File: src/rtl/rtc_pkg.sv
`timescale 1ns / 1ps
// shared types and constants for the rgb to chromaticity converter
// no dependencies
package rtc_pkg;

	localparam int SET_W   = 16;   // gun setting width
	localparam int SCALE_W = 16;   // luminance scale width, Q8.8
	localparam int LUM_W   = 32;   // per-gun luminance magnitude, Q.8
	localparam int TOT_W   = 33;   // total luminance width
	localparam int COEF_W  = 20;   // matrix coefficient width, Q.20
	localparam int PROD_W  = COEF_W + LUM_W;
	localparam int NUM_W   = PROD_W + 3;       // signed weighted sum
	localparam int DEN_W   = TOT_W + 5;        // total * 32
	localparam int QUO_W   = 15;               // chroma magnitude never reaches 2^15
	localparam int CHR_W   = 16;

	localparam int LANES     = 3;
	localparam int LANE_LAT  = LUM_W;          // one quotient bit per stage
	localparam int MERGE_LAT = 3;
	localparam int DIV_LAT   = QUO_W + 1;
	localparam int TOTAL_LAT = LANE_LAT + MERGE_LAT + DIV_LAT + 1;

	localparam logic [1:0] REG_SCALE_RED   = 2'd0;
	localparam logic [1:0] REG_SCALE_GREEN = 2'd1;
	localparam logic [1:0] REG_SCALE_BLUE  = 2'd2;

	localparam logic [SCALE_W-1:0] SCALE_RESET = 16'd256;

	localparam logic [COEF_W-1:0] COEF_R [LANES] = '{20'd865181, 20'd649292, 20'd561624};
	localparam logic [COEF_W-1:0] COEF_B [LANES] = '{20'd1430, 20'd2619, 20'd164737};

	typedef struct packed {
		logic [LUM_W-1:0] mag;
		logic             neg;
	} lum_t;

endpackage

File: src/rtl/rtc_lum_lane.sv
`timescale 1ns / 1ps
// one gun lane: |setting| * 65536 / scale, one quotient bit per pipeline stage
// depends on rtc_pkg
module rtc_lum_lane (
	input  logic                             clk,
	input  logic                             en,
	input  logic signed [rtc_pkg::SET_W-1:0] setting,
	input  logic [rtc_pkg::SCALE_W-1:0]      scale,
	output rtc_pkg::lum_t                    lum
);

	localparam int W = rtc_pkg::LUM_W;

	logic [rtc_pkg::SCALE_W-1:0] rem_s [1:W];
	logic [W-1:0]                dvd_s [1:W];
	logic [W-1:0]                quo_s [1:W];
	logic                        neg_s [1:W];

	logic [rtc_pkg::SET_W-1:0] mag0;
	logic [W-1:0]              dvd0;

	assign mag0 = setting[rtc_pkg::SET_W-1] ? (~setting + 1'b1) : setting;
	assign dvd0 = {mag0, {(W - rtc_pkg::SET_W){1'b0}}};

	for (genvar i = 0; i < W; i++) begin : g_stage
		logic [rtc_pkg::SCALE_W-1:0] rem_p;
		logic [W-1:0]                dvd_p;
		logic [W-1:0]                quo_p;
		logic                        neg_p;
		logic [rtc_pkg::SCALE_W:0]   trial;
		logic                        ge;

		if (i == 0) begin : g_first
			assign rem_p = '0;
			assign dvd_p = dvd0;
			assign quo_p = '0;
			assign neg_p = setting[rtc_pkg::SET_W-1];
		end else begin : g_next
			assign rem_p = rem_s[i];
			assign dvd_p = dvd_s[i];
			assign quo_p = quo_s[i];
			assign neg_p = neg_s[i];
		end

		assign trial = {rem_p, dvd_p[W-1]};
		assign ge    = trial >= {1'b0, scale};

		always_ff @(posedge clk) begin
			if (en) begin
				rem_s[i+1] <= ge ? rtc_pkg::SCALE_W'(trial - {1'b0, scale})
				                 : rtc_pkg::SCALE_W'(trial);
				dvd_s[i+1] <= {dvd_p[W-2:0], 1'b0};
				quo_s[i+1] <= {quo_p[W-2:0], ge};
				neg_s[i+1] <= neg_p;
			end
		end
	end

	assign lum.mag = quo_s[W];
	assign lum.neg = neg_s[W];

endmodule

File: config.mk
export PLATFORM = sky130hd
export DESIGN_NAME = rtc_lum_lane
export DESIGN_NICKNAME = d
export VERILOG_FILES = /design/src/rtl/rtc_pkg.sv /design/src/rtl/rtc_lum_lane.sv
export SDC_FILE = /design/constraint.sdc
export NUM_CORES = 2
export LEC_CHECK = 0
export BUFFER_PORTS_ARGS = -buffer_cell sky130_fd_sc_hd__buf_2
export CAP_MARGIN = 20
export CORE_ASPECT_RATIO = 1.5
export CORE_MARGIN = 2
export CORE_UTILIZATION = 50
export CTS_BUF_LIST = sky130_fd_sc_hd__clkbuf_4 sky130_fd_sc_hd__clkbuf_8
export DETAILED_ROUTE_END_ITERATION = 7
export PLACE_DENSITY_LB_ADDON = 0.15
export SKIP_LAST_GASP = 1
export SLEW_MARGIN = 0
export SYNTH_ARGS = -nofsm -noshare
export SYNTH_HDL_FRONTEND = slang
export SYNTH_SLANG_ARGS = --single-unit
File: constraint.sdc
create_clock -name clk -period 9.3 [get_ports clk]
set_input_delay 0 -clock clk [delete_from_list [all_inputs] [get_ports clk]]
set_output_delay 0 -clock clk [all_outputs]
set_load 0.01 [all_outputs]
Yosys cells after proc, flatten, opt, wreduce, memory -nomap -nowiden. Memories as Yosys holds them, arrays and structs flattened. Index checks and enable logic that the tools add are counted.

Flip-flop bits (word level): 0. Memory bits (writable): 2560. Input bits: 34. Output and inout bits: 33. Logic and storage cells: 105. Memories: 4.

Memory list: quo_s (depth 32, bits a word 32, read ports 32, clocked after Yosys merged registers in 0, wr ports 32, line rtc_lum_lane.sv:16) `logic [W-1:0] quo_s [1:W];`; dvd_s (depth 32, bits a word 31, read ports 31, clocked after Yosys merged registers in 0, wr ports 32, line rtc_lum_lane.sv:15) `logic [W-1:0] dvd_s [1:W];`; rem_s (depth 32, bits a word 16, read ports 31, clocked after Yosys merged registers in 0, wr ports 32, line rtc_lum_lane.sv:14) `logic [rtc_pkg::SCALE_W-1:0] rem_s [1:W];`; neg_s (depth 32, bits a word 1, read ports 32, clocked after Yosys merged registers in 0, wr ports 32, line rtc_lum_lane.sv:17) `logic neg_s [1:W];`.

Add/subtract/negate cells: 33. $lt $le $gt $ge: 32. Muxes and demuxes: 35. Bitwise logic cells: 1.

Operators by type and width (number): $mux 16 (33); $ge 17x16->1 (31); $sub 16x16->16 (31); $add 16x1->16 const B (1); $ge 1x16->1 (1); $not 16->16 (1); $sub 1x16->16 (1); $mux 1 (2).

Logic depth before layout (Yosys ltp).
Depth after elaboration: 5. Mapped depth: 14. Depth with buffers taken out: 12.

Least setup slack after synthesis. No wires, ideal clock.

Path type: in2reg. Start: input port scale[1] (netlist name). End: register rem_s[0][360] (netlist name). Library setup time: 0.262 ns. Arrival time: 3.556 ns. Required time: 9.038 ns. Setup slack: 5.482 ns. Stages on the path: 12. Path buffers: 2. Path through: clkbuf_1 inv_1 ha_1 a21o_1 a21o_1 a21o_1 a21o_1 a221o_1 o2111a_1 a2111oi_4 buf_6 mux2_1.

RTL lines: start: declaration (line rtc_lum_lane.sv:8) `input logic [rtc_pkg::SCALE_W-1:0] scale,`.

==> qor.yml <==
global_routing:
  grt_max_degree: 177
  top_usage_layer: "met2"
  grtUsageTotal_pct: 21.1
  use_met3_pct: 3.16
  grt_antenna_before_repair: 1
  met1_usage_pct: 23.5
  grt_pass1_vias: 39599
  use_met2_pct: 37.8
  grt_pass1_wl_mm: 210
  grt_overflow_total: 0
drt:
  avgViaCountPerCell: 5.72
  drtIter0Drc: 2431
  drc: 0
  vias: 39325
  avgRoutedWirePerCell_um: 19.4
  drt_wl_total_mm: 134
  ant_nets: 0
  dr.pass1.iters: 8
sta:
  timing.setup.tns_ps: 0
  period_minus_slack_ps: 4230
  finalSetupViolations: 0
  finalCritPeriodShare_pct: 45.5
  fin_skew_ps: 64.4
  hold_violations: 0
  slew_violations: 0
  tightest_slew_ps: 1140
  fmax_mhz: 237
  max_slew_margin_pct: 23.7
  rsz0062_at_grt: "no"
layout:
  fillerInstances: 10257
  layout_commonest_cell: "edfxtp_1"
  regArea_um2: 35300
  multi_input_area_um2: 25700
  final_nets: 5687
  syn2layout_area_growth_pct: 10.8
  final_layout_size_suffix_gt1_share_pct: 12.9
  final_cell_mix: "1176 x edfxtp_1, 498 x ha_1, 339 x nand2_1, 318 x o21ai_0, 314 x a21oi_1"
setup_path:
  criticalPathCategory: "in -> reg"
  crit_required_ps: 10090
  path_buf_inv: 5
  critPathLaunchType: "input pin"
  crit_slowest_cell: "dlygate4sd3_1"
  end_kind: "flop"
  critPathMaxFanout: 8
  crit_top_cell: "dlygate4sd3_1"
  crit_arrival_ps: 5020
  worst_path_largest_cell_delay_ps: 840
  path_cells: "dlygate4sd3_1 -> buf_2 -> or4_1 -> or3_1 -> or4_1 -> ha_1 -> inv_1 -> ha_1 -> a21oi_1 -> nor4_2 -> dlygate4sd3_1 -> o31a_1 -> dlygate4sd3_1"
  cp_top_family: "buffers and inverters"
logic_synthesis:
  synth-async-reset-ratio_pct: 0
  syn_inst: 4853
  synth_flop_cell: "edfxtp_1"
  syn_area_um2: 61900
  synth_seq_cells: 1176
  synth_edf_count: 1176
  synth.distinct_cells: 75
  yosysSeqAreaShare_pct: 57.1
  synth_warnings: 0
  syn_nets: 5415
  postSynthAreaPerCell_um2: 12.8
cts:
  root_buffer: "clkbuf_8"
  cts_resized: 0
  clk_latency_ps: 930
  clock-sinks: 1176
  cts_made_buffers: 182
  cts_buffer_depth: 3
  tritoncts: "done"
  clk_pin_slew_ps: 70
  cts_max_level: 4
floorplanning:
  die_y_um: 435
  ios: 67
  die_w_um: 291
  start_util_pct: 50.2
  placementRows: 158
  die_area_um2: 127000
  coreArea_um2: 123000
hold_path:
  hold_path_class: "in -> reg"
placement:
  io_buffers: 66
  dp_hpwl_mm: 90.3
  routabilityCongestion: 0.886
power:
  ir_worst_vdd_uv: 204
  p_comb_share_pct: 43.7
  switching_power_w: 0.00853
  intPower_w: 0.0150
  power.leakage_nw: 26.2
  clock_power_share_pct: 18.6
  power_frac_seq_pct: 37.7
  powerDensity_nw_per_um2: 343
  swShare_pct: 36.3
  power_w: 0.0235
status:
  outcome: "finished clean"
job:
  cap_violations: 0
registers in the layout, indices dropped and copies added (netlist names):
| name | count |
|---|---|
| neg_s | 32 |
| rem_s | 496 |
| quo_s | 528 |
| dvd_s | 120 |
Yosys cell counts (all sizes together) (58+ instances only):
master  number  share of area, %
xnor2      225               3.2
ha         498                10
nand2      339               2.1
nand2b      61              0.62
o21a        70              0.85
mux2       230               4.2
xor2       143               2.0
nand4       67              0.68
inv        167               1.0
clkbuf      58              0.35
nor2b       73              0.74
nor2       272               1.6
a21oi      316               2.6
nor3        81              0.66
o21ai      321               2.6
a21o       123               1.5
nand3       68              0.55
edfxtp    1176                57
stage by stage:
stage	utilization, %	cell area (µm²)	instances	hold WS [ps]	setup WS [ps]
2_1_floorplan	-	61900	4853	98.9	5480
4_1_cts	55.6	68500	6873	0.467	5040
3_5_place_dp	52.2	64300	6489	214	4740
5_1_grt	55.6	68500	6876	76.9	4800
6_report	55.6	68500	6876	107	5070
3_3_place_gp	52.2	64300	6488	215	4400
cells by family (layout without fill, tap and decap cells):
logic type      count (synthesis)  in the layout  share of synthesized area (%)
mux                           257            257                           4.62
compound gates               1178           1178                           12.0
buf+inv                       239            660                           1.48
simple gates                 1107           1107                           8.54
flops                        1176           1176                           57.1
xor+xnor                      368            368                           5.21
other cells                     0              2                              0
fa+ha+maj                     528            528                           11.0
worst reg2reg max path: cells and delay by family, from the launching register on:
family,cells,cell delay (ps)
adders and majority gates,1,300
muxes,1,470
DFF,1,390
and+or+nand+nor,3,1010
AOI/OAI and AO/OA,5,1220
worst paths after layout:
check / cells past startpoint / to / startpoint / slack (ps)
max reg2reg: 10 / rem_s[0][428] / rem_s[0][400] / 5660
min: 4 / dvd_s[0][48] / setting[1] / 110
max: 13 / rem_s[0][27] / setting[9] / 5070
min reg2reg: 0 / quo_s[0][956] / quo_s[0][923] / 390
final cells by class:
type / count / share of cell area (%)
tap: 1600 / 2.92
clock buffer: 237 / 4.27
timing repair buffer: 160 / 1.81
multi-input combinational: 3438 / 37.5
inverter: 167 / 0.915
sequential: 1176 / 51.5
clock inverter: 96 / 1.08
antenna: 2 / 0.00730
power by group through the flow:
stage	registers [W]	clock network, W	logic, W
detailed placement	0.00899	0	0.0102
global placement	0.00899	0	0.0100
floorplan	0.00849	0	0.00820
CTS	0.00890	0.00455	0.0103
finish	0.00888	0.00438	0.0103
global route	0.00900	0.00476	0.0116
metal layers:
layer | up-vias | share of wire [%]
li1 | 19120 | -
met5 | - | 0
met3 | 398 | 3.8
met1 | 18945 | 38
met2 | 862 | 52
met4 | 0 | 6.3
timing repair:
action | CTS | global route
endpoints found under the hold margin | 199 | 0
endpoints found under the setup margin | 0 | 0
buffers inserted | 0 | 0
hold buffers | 51 | 0
No activity file was read; power rests on OpenSTA's default activity.
